--- config.mk ---
export PLATFORM = sky130hd
export DESIGN_NAME = pcg32_random_generator_core_flat
export DESIGN_NICKNAME = d
export VERILOG_FILES = /design/src/rtl/pcg_pkg.sv /design/src/rtl/pcg_if.sv /design/src/rtl/pcg_div.sv /design/src/rtl/pcg_dp.sv /design/src/rtl/pcg_ctrl.sv /design/src/rtl/pcg32_random_generator_core.sv /design/src/flat_wrapper.sv
export SDC_FILE = /design/constraint.sdc
export NUM_CORES = 2
export LEC_CHECK = 0
export BUFFER_PORTS_ARGS = -buffer_cell sky130_fd_sc_hd__buf_2
export CAP_MARGIN = 10
export CORE_MARGIN = 1.5
export CORE_UTILIZATION = 60
export CTS_CLUSTER_SIZE = 20
export DETAILED_ROUTE_END_ITERATION = 8
export PLACE_DENSITY = 0.81
export SYNTH_ARGS = -nofsm -noshare
export SYNTH_HDL_FRONTEND = slang
export SYNTH_SLANG_ARGS = --single-unit
--- constraint.sdc ---
create_clock -name clk -period 13.4 [get_ports clk]
set_clock_uncertainty 0.05 [all_clocks]
set_input_delay 2.68 -clock clk [delete_from_list [all_inputs] [get_ports clk]]
set_output_delay 2.68 -clock clk [all_outputs]
set_load 0.02 [all_outputs]
--- src/rtl/pcg_pkg.sv ---
// ----------------------------------------------------------------------------
// pcg_pkg
// Shared types, constants and the output permutation of the PCG32 core.
// ----------------------------------------------------------------------------
package pcg_pkg;

  localparam int unsigned STATE_W  = 64;
  localparam int unsigned DATA_W   = 32;
  localparam int unsigned STREAM_W = 63;

  // LCG multiplier, split into 32-bit halves for the shared multiplier
  localparam logic [DATA_W-1:0] MULT_LO = 32'h4C95_7F2D;
  localparam logic [DATA_W-1:0] MULT_HI = 32'h5851_F42D;

  typedef enum logic [1:0] {
    REQ_RESEED  = 2'd0,
    REQ_NEXT    = 2'd1,
    REQ_BOUNDED = 2'd2,
    REQ_UNUSED  = 2'd3
  } req_type_t;

  typedef enum logic [3:0] {
    ST_IDLE,
    ST_DRAW,
    ST_MUL0,
    ST_MUL1,
    ST_MUL2,
    ST_MUL3,
    ST_ADD_SEED,
    ST_LIMIT,
    ST_LIMIT_WAIT,
    ST_CHECK,
    ST_MOD_WAIT,
    ST_OUT
  } ctrl_state_t;

  // Phases of the 64-bit modular multiply-add
  typedef enum logic [2:0] {
    MS_NONE,
    MS_P0,
    MS_P1,
    MS_P2,
    MS_P3
  } mul_step_t;

  typedef enum logic {
    DIV_LIMIT,
    DIV_DRAW
  } div_sel_t;

  typedef struct packed {
    logic      capture;
    logic      reseed_load;
    logic      draw;
    mul_step_t mul_step;
    logic      add_seed;
    logic      div_start;
    div_sel_t  div_sel;
    logic      limit_load;
    logic      out_load;
    logic      out_raw;
  } pcg_cmd_t;

  typedef struct packed {
    logic div_busy;
    logic bound_zero;
    logic draw_ge_limit;
    logic out_free;
  } pcg_sts_t;

  // XSH-RR output: xorshift high bits, then rotate right by the top 5 bits
  function automatic logic [DATA_W-1:0] xsh_rr(input logic [STATE_W-1:0] old);
    logic [STATE_W-1:0]  x;
    logic [DATA_W-1:0]   mixed;
    logic [4:0]          rot;
    logic [2*DATA_W-1:0] dbl;
    x     = (old >> 18) ^ old;
    mixed = x[58:27];
    rot   = old[63:59];
    dbl   = {mixed, mixed} >> rot;
    return dbl[DATA_W-1:0];
  endfunction

endpackage

--- src/rtl/pcg_if.sv ---
// ----------------------------------------------------------------------------
// pcg_if
// Valid/ready channels of the PCG32 core: request and result.
// ----------------------------------------------------------------------------
interface pcg_req_if import pcg_pkg::*; ();
  logic                valid;
  logic                ready;
  logic [1:0]          req_type;
  logic [STATE_W-1:0]  seed_value;
  logic [STREAM_W-1:0] stream_select;
  logic [DATA_W-1:0]   upper_bound;

  modport source (output valid, req_type, seed_value, stream_select, upper_bound,
                  input ready);
  modport sink   (input valid, req_type, seed_value, stream_select, upper_bound,
                  output ready);
endinterface

interface pcg_rsp_if import pcg_pkg::*; ();
  logic              valid;
  logic              ready;
  logic [DATA_W-1:0] random_value;

  modport source (output valid, random_value, input ready);
  modport sink   (input valid, random_value, output ready);
endinterface

--- src/rtl/pcg_div.sv ---
// ----------------------------------------------------------------------------
// pcg_div
// Radix-2 restoring divider, remainder only, one quotient bit per cycle.
// ----------------------------------------------------------------------------
module pcg_div import pcg_pkg::*; (
  input  logic              clk,
  input  logic              rst_n,
  input  logic              start,
  input  logic [DATA_W-1:0] dividend,
  input  logic [DATA_W-1:0] divisor,
  output logic              busy,
  output logic [DATA_W-1:0] remainder
);

  localparam int unsigned CNT_W = $clog2(DATA_W + 1);

  logic             busy_r, busy_nxt;
  logic [CNT_W-1:0] cnt_r, cnt_nxt;
  logic [DATA_W-1:0] rem_r, rem_nxt;
  logic [DATA_W-1:0] num_r, num_nxt;
  logic [DATA_W:0]   trial;
  logic [DATA_W:0]   diff;

  // shift in the next dividend bit and try a subtract
  always_comb begin
    trial    = {rem_r, num_r[DATA_W-1]};
    diff     = trial - {1'b0, divisor};
    busy_nxt = busy_r;
    cnt_nxt  = cnt_r;
    rem_nxt  = rem_r;
    num_nxt  = num_r;
    if (start) begin
      busy_nxt = 1'b1;
      cnt_nxt  = CNT_W'(DATA_W);
      rem_nxt  = '0;
      num_nxt  = dividend;
    end else if (busy_r) begin
      rem_nxt  = diff[DATA_W] ? trial[DATA_W-1:0] : diff[DATA_W-1:0];
      num_nxt  = {num_r[DATA_W-2:0], 1'b0};
      cnt_nxt  = cnt_r - CNT_W'(1);
      busy_nxt = (cnt_r != CNT_W'(1));
    end
  end

  always_ff @(posedge clk) begin
    if (!rst_n) begin
      busy_r <= 1'b0;
      cnt_r  <= '0;
    end else begin
      busy_r <= busy_nxt;
      cnt_r  <= cnt_nxt;
    end
  end

  always_ff @(posedge clk) begin
    rem_r <= rem_nxt;
    num_r <= num_nxt;
  end

  assign busy      = busy_r;
  assign remainder = rem_r;

endmodule

--- src/rtl/pcg_dp.sv ---
// ----------------------------------------------------------------------------
// pcg_dp
// Datapath: LCG state and increment, shared 32x32 multiplier, draw and
// limit registers, divider and the result register.
// ----------------------------------------------------------------------------
module pcg_dp import pcg_pkg::*; (
  input  logic                clk,
  input  logic                rst_n,
  input  pcg_cmd_t            cmd,
  output pcg_sts_t            sts,
  input  logic [STATE_W-1:0]  in_seed_value,
  input  logic [STREAM_W-1:0] in_stream_select,
  input  logic [DATA_W-1:0]   in_upper_bound,
  output logic                out_valid,
  input  logic                out_ready,
  output logic [DATA_W-1:0]   out_random_value
);

  logic [STATE_W-1:0] state_r, state_nxt;
  logic [STATE_W-1:0] inc_r, inc_nxt;
  logic [STATE_W-1:0] acc_r, acc_nxt;
  logic [STATE_W-1:0] prod_r;
  logic [STATE_W-1:0] seed_r;
  logic [DATA_W-1:0]  bound_r;
  logic [DATA_W-1:0]  draw_r;
  logic [DATA_W-1:0]  limit_r;
  logic [DATA_W-1:0]  res_r;
  logic               out_valid_r, out_valid_nxt;
  logic [DATA_W-1:0]  mul_a, mul_b;
  logic [STATE_W-1:0] prod_hi_sh;
  logic [DATA_W-1:0]  div_dividend;
  logic               div_busy;
  logic [DATA_W-1:0]  div_rem;
  logic               out_free;

  // operand select for the shared multiplier
  always_comb begin
    mul_a = state_r[DATA_W-1:0];
    mul_b = MULT_LO;
    unique case (cmd.mul_step)
      MS_P1:   mul_a = state_r[STATE_W-1:DATA_W];
      MS_P2:   mul_b = MULT_HI;
      default: ;
    endcase
  end

  assign prod_hi_sh = {prod_r[DATA_W-1:0], {DATA_W{1'b0}}};

  // state update: reseed, seed add and the multiply-add phases
  always_comb begin
    state_nxt = state_r;
    inc_nxt   = inc_r;
    acc_nxt   = acc_r;
    if (cmd.reseed_load) begin
      state_nxt = '0;
      inc_nxt   = {in_stream_select, 1'b1};
    end
    if (cmd.add_seed) begin
      state_nxt = state_r + seed_r;
    end
    unique case (cmd.mul_step)
      MS_P1:   acc_nxt   = prod_r + inc_r;
      MS_P2:   acc_nxt   = acc_r + prod_hi_sh;
      MS_P3:   state_nxt = acc_r + prod_hi_sh;
      default: ;
    endcase
  end

  always_ff @(posedge clk) begin
    if (!rst_n) begin
      state_r     <= '0;
      inc_r       <= STATE_W'(1);
      out_valid_r <= 1'b0;
    end else begin
      state_r     <= state_nxt;
      inc_r       <= inc_nxt;
      out_valid_r <= out_valid_nxt;
    end
  end

  // payload registers
  always_ff @(posedge clk) begin
    acc_r  <= acc_nxt;
    prod_r <= {{DATA_W{1'b0}}, mul_a} * {{DATA_W{1'b0}}, mul_b};
    if (cmd.capture) begin
      seed_r  <= in_seed_value;
      bound_r <= in_upper_bound;
    end
    if (cmd.draw) begin
      draw_r <= xsh_rr(state_r);
    end
    if (cmd.limit_load) begin
      limit_r <= div_rem;
    end
    if (cmd.out_load) begin
      res_r <= cmd.out_raw ? draw_r : div_rem;
    end
  end

  // threshold is (2^32 - bound) mod bound; the final value is draw mod bound
  assign div_dividend = (cmd.div_sel == DIV_LIMIT) ? (DATA_W'(0) - bound_r) : draw_r;

  pcg_div u_div (
    .clk       (clk),
    .rst_n     (rst_n),
    .start     (cmd.div_start),
    .dividend  (div_dividend),
    .divisor   (bound_r),
    .busy      (div_busy),
    .remainder (div_rem)
  );

  // result register; the next request may run while it waits
  assign out_free = !out_valid_r || out_ready;

  always_comb begin
    out_valid_nxt = out_valid_r;
    if (cmd.out_load) begin
      out_valid_nxt = 1'b1;
    end else if (out_ready) begin
      out_valid_nxt = 1'b0;
    end
  end

  assign sts.div_busy      = div_busy;
  assign sts.bound_zero    = (bound_r == '0);
  assign sts.draw_ge_limit = (draw_r >= limit_r);
  assign sts.out_free      = out_free;

  assign out_valid        = out_valid_r;
  assign out_random_value = res_r;

  // checks
  a_div_start_idle: assert property (@(posedge clk) disable iff (!rst_n)
    cmd.div_start |-> !div_busy)
    else $error("divider started while busy");

  a_out_load_free: assert property (@(posedge clk) disable iff (!rst_n)
    cmd.out_load |-> (!out_valid_r || out_ready))
    else $error("result register overwritten before transfer");

  a_inc_odd: assert property (@(posedge clk) disable iff (!rst_n)
    inc_r[0])
    else $error("LCG increment is even");

  a_state_hold_div: assert property (@(posedge clk) disable iff (!rst_n)
    (div_busy && $past(div_busy)) |-> $stable(state_r))
    else $error("state changed during a division");

endmodule

--- src/rtl/pcg_ctrl.sv ---
// ----------------------------------------------------------------------------
// pcg_ctrl
// Controller: sequences reseed, draw, multiply-add, rejection and modulo.
// ----------------------------------------------------------------------------
module pcg_ctrl import pcg_pkg::*; (
  input  logic      clk,
  input  logic      rst_n,
  input  logic      in_valid,
  output logic      in_ready,
  input  req_type_t in_req_type,
  input  pcg_sts_t  sts,
  output pcg_cmd_t  cmd
);

  ctrl_state_t state_r, state_nxt;
  req_type_t   kind_r, kind_nxt;
  logic        pass_r, pass_nxt;

  always_ff @(posedge clk) begin
    if (!rst_n) begin
      state_r <= ST_IDLE;
      kind_r  <= REQ_UNUSED;
      pass_r  <= 1'b0;
    end else begin
      state_r <= state_nxt;
      kind_r  <= kind_nxt;
      pass_r  <= pass_nxt;
    end
  end

  always_comb begin
    state_nxt   = state_r;
    kind_nxt    = kind_r;
    pass_nxt    = pass_r;
    cmd         = '0;
    cmd.out_raw = (kind_r == REQ_NEXT) || sts.bound_zero;
    in_ready    = 1'b0;
    unique case (state_r)
      ST_IDLE: begin
        in_ready = 1'b1;
        if (in_valid) begin
          cmd.capture = 1'b1;
          kind_nxt    = in_req_type;
          pass_nxt    = 1'b0;
          unique case (in_req_type)
            REQ_RESEED: begin
              cmd.reseed_load = 1'b1;
              state_nxt       = ST_MUL0;
            end
            REQ_NEXT:    state_nxt = ST_DRAW;
            REQ_BOUNDED: state_nxt = ST_LIMIT;
            default:     state_nxt = ST_IDLE;
          endcase
        end
      end
      ST_DRAW: begin
        cmd.draw  = 1'b1;
        state_nxt = ST_MUL0;
      end
      ST_MUL0: begin
        cmd.mul_step = MS_P0;
        state_nxt    = ST_MUL1;
      end
      ST_MUL1: begin
        cmd.mul_step = MS_P1;
        state_nxt    = ST_MUL2;
      end
      ST_MUL2: begin
        cmd.mul_step = MS_P2;
        state_nxt    = ST_MUL3;
      end
      ST_MUL3: begin
        cmd.mul_step = MS_P3;
        priority if (kind_r == REQ_RESEED) begin
          state_nxt = pass_r ? ST_IDLE : ST_ADD_SEED;
        end else if (kind_r == REQ_NEXT || sts.bound_zero) begin
          state_nxt = ST_OUT;
        end else begin
          state_nxt = ST_CHECK;
        end
      end
      ST_ADD_SEED: begin
        cmd.add_seed = 1'b1;
        pass_nxt     = 1'b1;
        state_nxt    = ST_MUL0;
      end
      ST_LIMIT: begin
        if (sts.bound_zero) begin
          state_nxt = ST_DRAW;
        end else begin
          cmd.div_start = 1'b1;
          cmd.div_sel   = DIV_LIMIT;
          state_nxt     = ST_LIMIT_WAIT;
        end
      end
      ST_LIMIT_WAIT: begin
        if (!sts.div_busy) begin
          cmd.limit_load = 1'b1;
          state_nxt      = ST_DRAW;
        end
      end
      // reject draws below the threshold
      ST_CHECK: begin
        if (sts.draw_ge_limit) begin
          cmd.div_start = 1'b1;
          cmd.div_sel   = DIV_DRAW;
          state_nxt     = ST_MOD_WAIT;
        end else begin
          state_nxt = ST_DRAW;
        end
      end
      ST_MOD_WAIT: begin
        if (!sts.div_busy) begin
          state_nxt = ST_OUT;
        end
      end
      ST_OUT: begin
        if (sts.out_free) begin
          cmd.out_load = 1'b1;
          state_nxt    = ST_IDLE;
        end
      end
      default: state_nxt = ST_IDLE;
    endcase
  end

endmodule

--- src/rtl/pcg32_random_generator_core.sv ---
// ----------------------------------------------------------------------------
// pcg32_random_generator_core
// PCG32 XSH-RR random number generator with reseed, raw and bounded draws.
//
// Requests are taken one at a time. A raw draw does one state update, a
// reseed two with the seed added between. Each 64-bit update is four phases
// of a single shared 32x32 multiplier. A bounded draw adds two passes of
// the 32-step radix-2 divider (threshold and final modulo); every rejected
// draw repeats the draw and update. Bound 0 returns the raw draw. Request
// code 3 is dropped with no effect. A finished result sits in an output
// register, so the next request is accepted while it waits for transfer.
// ----------------------------------------------------------------------------
module pcg32_random_generator_core import pcg_pkg::*; (
  input logic     clk,
  input logic     rst_n,
  pcg_req_if.sink   in_chan,
  pcg_rsp_if.source out_chan
);

  pcg_cmd_t cmd;
  pcg_sts_t sts;

  pcg_ctrl u_ctrl (
    .clk         (clk),
    .rst_n       (rst_n),
    .in_valid    (in_chan.valid),
    .in_ready    (in_chan.ready),
    .in_req_type (req_type_t'(in_chan.req_type)),
    .sts         (sts),
    .cmd         (cmd)
  );

  pcg_dp u_dp (
    .clk              (clk),
    .rst_n            (rst_n),
    .cmd              (cmd),
    .sts              (sts),
    .in_seed_value    (in_chan.seed_value),
    .in_stream_select (in_chan.stream_select),
    .in_upper_bound   (in_chan.upper_bound),
    .out_valid        (out_chan.valid),
    .out_ready        (out_chan.ready),
    .out_random_value (out_chan.random_value)
  );

endmodule

--- src/flat_wrapper.sv ---
// flat-port wrapper written by rule: the top's interface ports become plain ports
module pcg32_random_generator_core_flat import pcg_pkg::*;
  (clk, rst_n, in_chan_valid, in_chan_req_type, in_chan_seed_value, in_chan_stream_select, in_chan_upper_bound, in_chan_ready, out_chan_valid, out_chan_random_value, out_chan_ready);
  pcg_req_if in_chan_i ();
  pcg_rsp_if out_chan_i ();
  input logic clk;
  input logic rst_n;
  input wire logic [$bits(in_chan_i.valid)-1:0] in_chan_valid;
  input wire logic [$bits(in_chan_i.req_type)-1:0] in_chan_req_type;
  input wire logic [$bits(in_chan_i.seed_value)-1:0] in_chan_seed_value;
  input wire logic [$bits(in_chan_i.stream_select)-1:0] in_chan_stream_select;
  input wire logic [$bits(in_chan_i.upper_bound)-1:0] in_chan_upper_bound;
  output wire logic [$bits(in_chan_i.ready)-1:0] in_chan_ready;
  output wire logic [$bits(out_chan_i.valid)-1:0] out_chan_valid;
  output wire logic [$bits(out_chan_i.random_value)-1:0] out_chan_random_value;
  input wire logic [$bits(out_chan_i.ready)-1:0] out_chan_ready;
  assign in_chan_i.valid = in_chan_valid;
  assign in_chan_i.req_type = in_chan_req_type;
  assign in_chan_i.seed_value = in_chan_seed_value;
  assign in_chan_i.stream_select = in_chan_stream_select;
  assign in_chan_i.upper_bound = in_chan_upper_bound;
  assign in_chan_ready = in_chan_i.ready;
  assign out_chan_valid = out_chan_i.valid;
  assign out_chan_random_value = out_chan_i.random_value;
  assign out_chan_i.ready = out_chan_ready;
  pcg32_random_generator_core u_core (.clk(clk), .rst_n(rst_n), .in_chan(in_chan_i), .out_chan(out_chan_i));
endmodule
==> key figures <==
Power
  – Sw Ratio: 0.446
  – Lkg Pwr: about 29 nW
  – Register share of total power: 0.288
  – Combinational power share: 0.498
  – Clk pwr share: 0.214
  – Sw power: 3.55 mW
  – Cell internal pwr: 4.41 mW
  – Power Density: 134 nW/µm²
  – Maximum vdd drop: 0.145 mV

Detailed routing
  – Drt via density: 6.25
  – DRT Pass-1 Iters: 9
  – # DRC: 0
  – Drt wl/cell: ~26 µm
  – First DRT Iteration DRCs: about 5000
  – Routed vias: between 40000 and 50000
  – Routed Antenna Nets: 0
  – Detailed Route WL: 187000 µm

Synthesis
  – Asr flop ratio synth: 0
  – Average size of a mapped cell: 9.32 µm²
  – Post-synth EDFFs: 288
  – Count of cell types in the netlist: 85
  – Cell count after synthesis: 5907
  – Seq/Total Area, Yosys: 0.244
  – Cell Area, Synth: ~55000 µm²
  – Yosys warning total: 0
  – Synth Flop Type: edfxtp_1
  – Synthesis-stage register bit count: 526

Floorplan
  – Starting Density: 0.609
  – Die Ht: 306 µm
  – Die X: 306 µm
  – Die area: 93600 µm²
  – FP Rows: 110
  – Total core area: 90400 µm²
  – Ports: 199

Clock tree
  – Clock latency on the worst-skew pair: 710 ps
  – Root Driver: clkbuf_16
  – Clock transition at the registers of the reported paths: ~70 ps
  – Clk buf depth: 3
  – CTS resizes: 0
  – TritonCTS clock tree: built
  – Post-CTS Setup Inserts: 0
  – CTS Sinks: between 500 and 600
  – CTS hold repair buffers: 0
  – Inserted Clock Buffers: 59
  – H-tree levels: 2

Critical path
  – Worst Path Arrival: 11150 ps
  – CP Max Fanout: 37
  – Startpoint types: flop
  – Critical setup path kind: flop to flop
  – WP data required: 13900 ps
  – Crit. End Element: flop

Timing
  – Final Hold Fails: 0
  – Number of setup violations in the final report: 0
  – Worst slew pin tran: 1160 ps
  – Highest Clock Rate: 93.8 MHz
  – Max-Slew Margin vs Limit: 0.224
  – Final min period: 10660 ps
  – Slew Limit Fails: 0
  – Final Cycle Share: 0.795
  – Post-route setup TNS: 0 ps
  – Setup repair after global routing missed its margin: false

Finish
  – Commonest cells after routing, fill and taps aside: 871 x inv_1, 642 x ha_1, 539 x fa_1, 466 x nand2_1, 440 x nor2_1
  – Share of post-route cells with drive strength above 1: 0.0811
  – Layout Nets: 7374
  – Area growth, synth to finish: 7.82%
  – Most common cell after layout, fill and taps aside: inv_1
  – Fin util: 0.656

Placed design
  – Port Buffers: 198
  – GP Congestion: between 1 and 1.5
  – Post-DP HPWL: ~150000 µm

GRT
  – Global-route wire length before repair: about 280000 µm
  – Largest net degree at the start of global routing: 154
  – Vias in the first global route: 44679
  – Overflow after GRT: 0
  – Number of antenna violations at the first check in global routing: 8
  – GRT Util Overall: 0.399

Min path
  – HP Class: flop to flop

Flow run
  – Max Cap Viol: 0

Status
  – Status: finished clean
## cell usage after synthesis, types with 82 or more instances
master | count | area, µm²
inv_1 | 872 | 3270
ha_1 | 642 | 8030
clkbuf_1 | 197 | 739
nor2_1 | 444 | 1670
dfxtp_1 | 238 | 4760
o21ai_0 | 272 | 1360
a21o_1 | 147 | 1100
xor2_1 | 82 | 718
mux2i_1 | 96 | 961
nand2_1 | 468 | 1760
a21oi_1 | 440 | 2200
edfxtp_1 | 288 | 8650
xnor2_1 | 184 | 1610
fa_1 | 539 | 10800
## cell families after synthesis
family	after synthesis	synth area share
xor+xnor	266	0.0423
mux	175	0.0359
simple gates	1337	0.110
buf+inv	1104	0.0756
flops	526	0.244
other cells	2	0.000136
compound gates	1316	0.151
fa+ha+maj	1181	0.342
## through the flow
stage / total power, mW / instance area, µm² / instances / hold slack, ps / setup slack, ps
after global routing: 8.37 / 59300 / 7255 / 427 / 2360
after detailed placement: 6.13 / 57300 / 7143 / 401 / 3100
after CTS: 7.87 / 59300 / 7255 / 411 / 2980
after global placement: 6.10 / 57300 / 7143 / 399 / 3320
after floorplan: 4.82 / 55200 / 5936 / 391 / 3560
final: 7.96 / 59300 / 7258 / 411 / 2740
## power by group through the flow
stage                     combinational [mW]  sequential [mW]  clock, mW
final                                   3.96             2.29       1.70
after detailed placement                3.81             2.31          0
after CTS                               3.87             2.28       1.72
after floorplan                         2.68             2.14          0
after global placement                  3.78             2.31          0
after global routing                    4.30             2.29       1.77
## final cells by class
type	count	area [µm²]
Clock buffer	78	1700
Tap cell	1176	1470
Timing Repair Buffer	248	1380
Clock inverter	34	342
Inverter	887	3330
Sequential cell	526	13400
Fill cell	7417	31100
Antenna cell	3	7.51
Multi-Input combinational cell	4306	37700
## final timing paths
kind         slack (ps)                                   from                            endpoint  cells past startpoint
max reg2reg        2740  u_core.u_ctrl.state_r[0]$_SDFFE_PN0P_      u_core.u_dp.prod_r[51]$_DFF_P_                     27
min                 410     u_core.u_dp.inc_r[11]$_SDFFE_PN0P_  u_core.u_dp.inc_r[11]$_SDFFE_PN0P_                      2
max                2740  u_core.u_ctrl.state_r[0]$_SDFFE_PN0P_      u_core.u_dp.prod_r[51]$_DFF_P_                     27
min reg2reg         410     u_core.u_dp.inc_r[11]$_SDFFE_PN0P_  u_core.u_dp.inc_r[11]$_SDFFE_PN0P_                      2
## registers in the layout, indices dropped and copies added (netlist names), 2 cells and up
signal / count
u_core.u_ctrl.state_r: 4
u_core.u_dp.inc_r: 63
u_core.u_dp.u_div.cnt_r: 6
u_core.u_dp.bound_r: 32
u_core.u_ctrl.kind_r: 2
u_core.u_dp.u_div.num_r: 32
u_core.u_dp.seed_r: 64
u_core.u_dp.draw_r: 32
u_core.u_dp.acc_r: 64
u_core.u_dp.limit_r: 32
u_core.u_dp.u_div.remainder: 32
u_core.u_dp.out_random_value: 32
u_core.u_dp.prod_r: 64
u_core.u_dp.state_r: 64
## critical path: stages, from the launching register on
cell and delay (ps):
dfxtp_1 670, nand2b_1 360, nor2_4 190, buf_4 440, mux2_2 620, clkinv_1 490, nor3_1 740, nor2_1 150
ha_1 330, inv_1 60, fa_1 380, inv_1 90, fa_1 420, inv_1 80, fa_1 460, inv_1 110
fa_1 460, fa_1 590, fa_1 440, fa_1 460, ha_1 410, and2_1 210, nand3_1 150, o311ai_0 750
nand2_1 240, o41ai_1 700, a31oi_1 210, xnor2_1 160
## per-layer routing
metal	wire [µm]	GRT usage
met5	34	0
met4	13400	0.242
met3	18500	0.0907
met2	84200	0.628
met1	70800	0.504
Note: power is estimated with default switching activity, not from simulation.
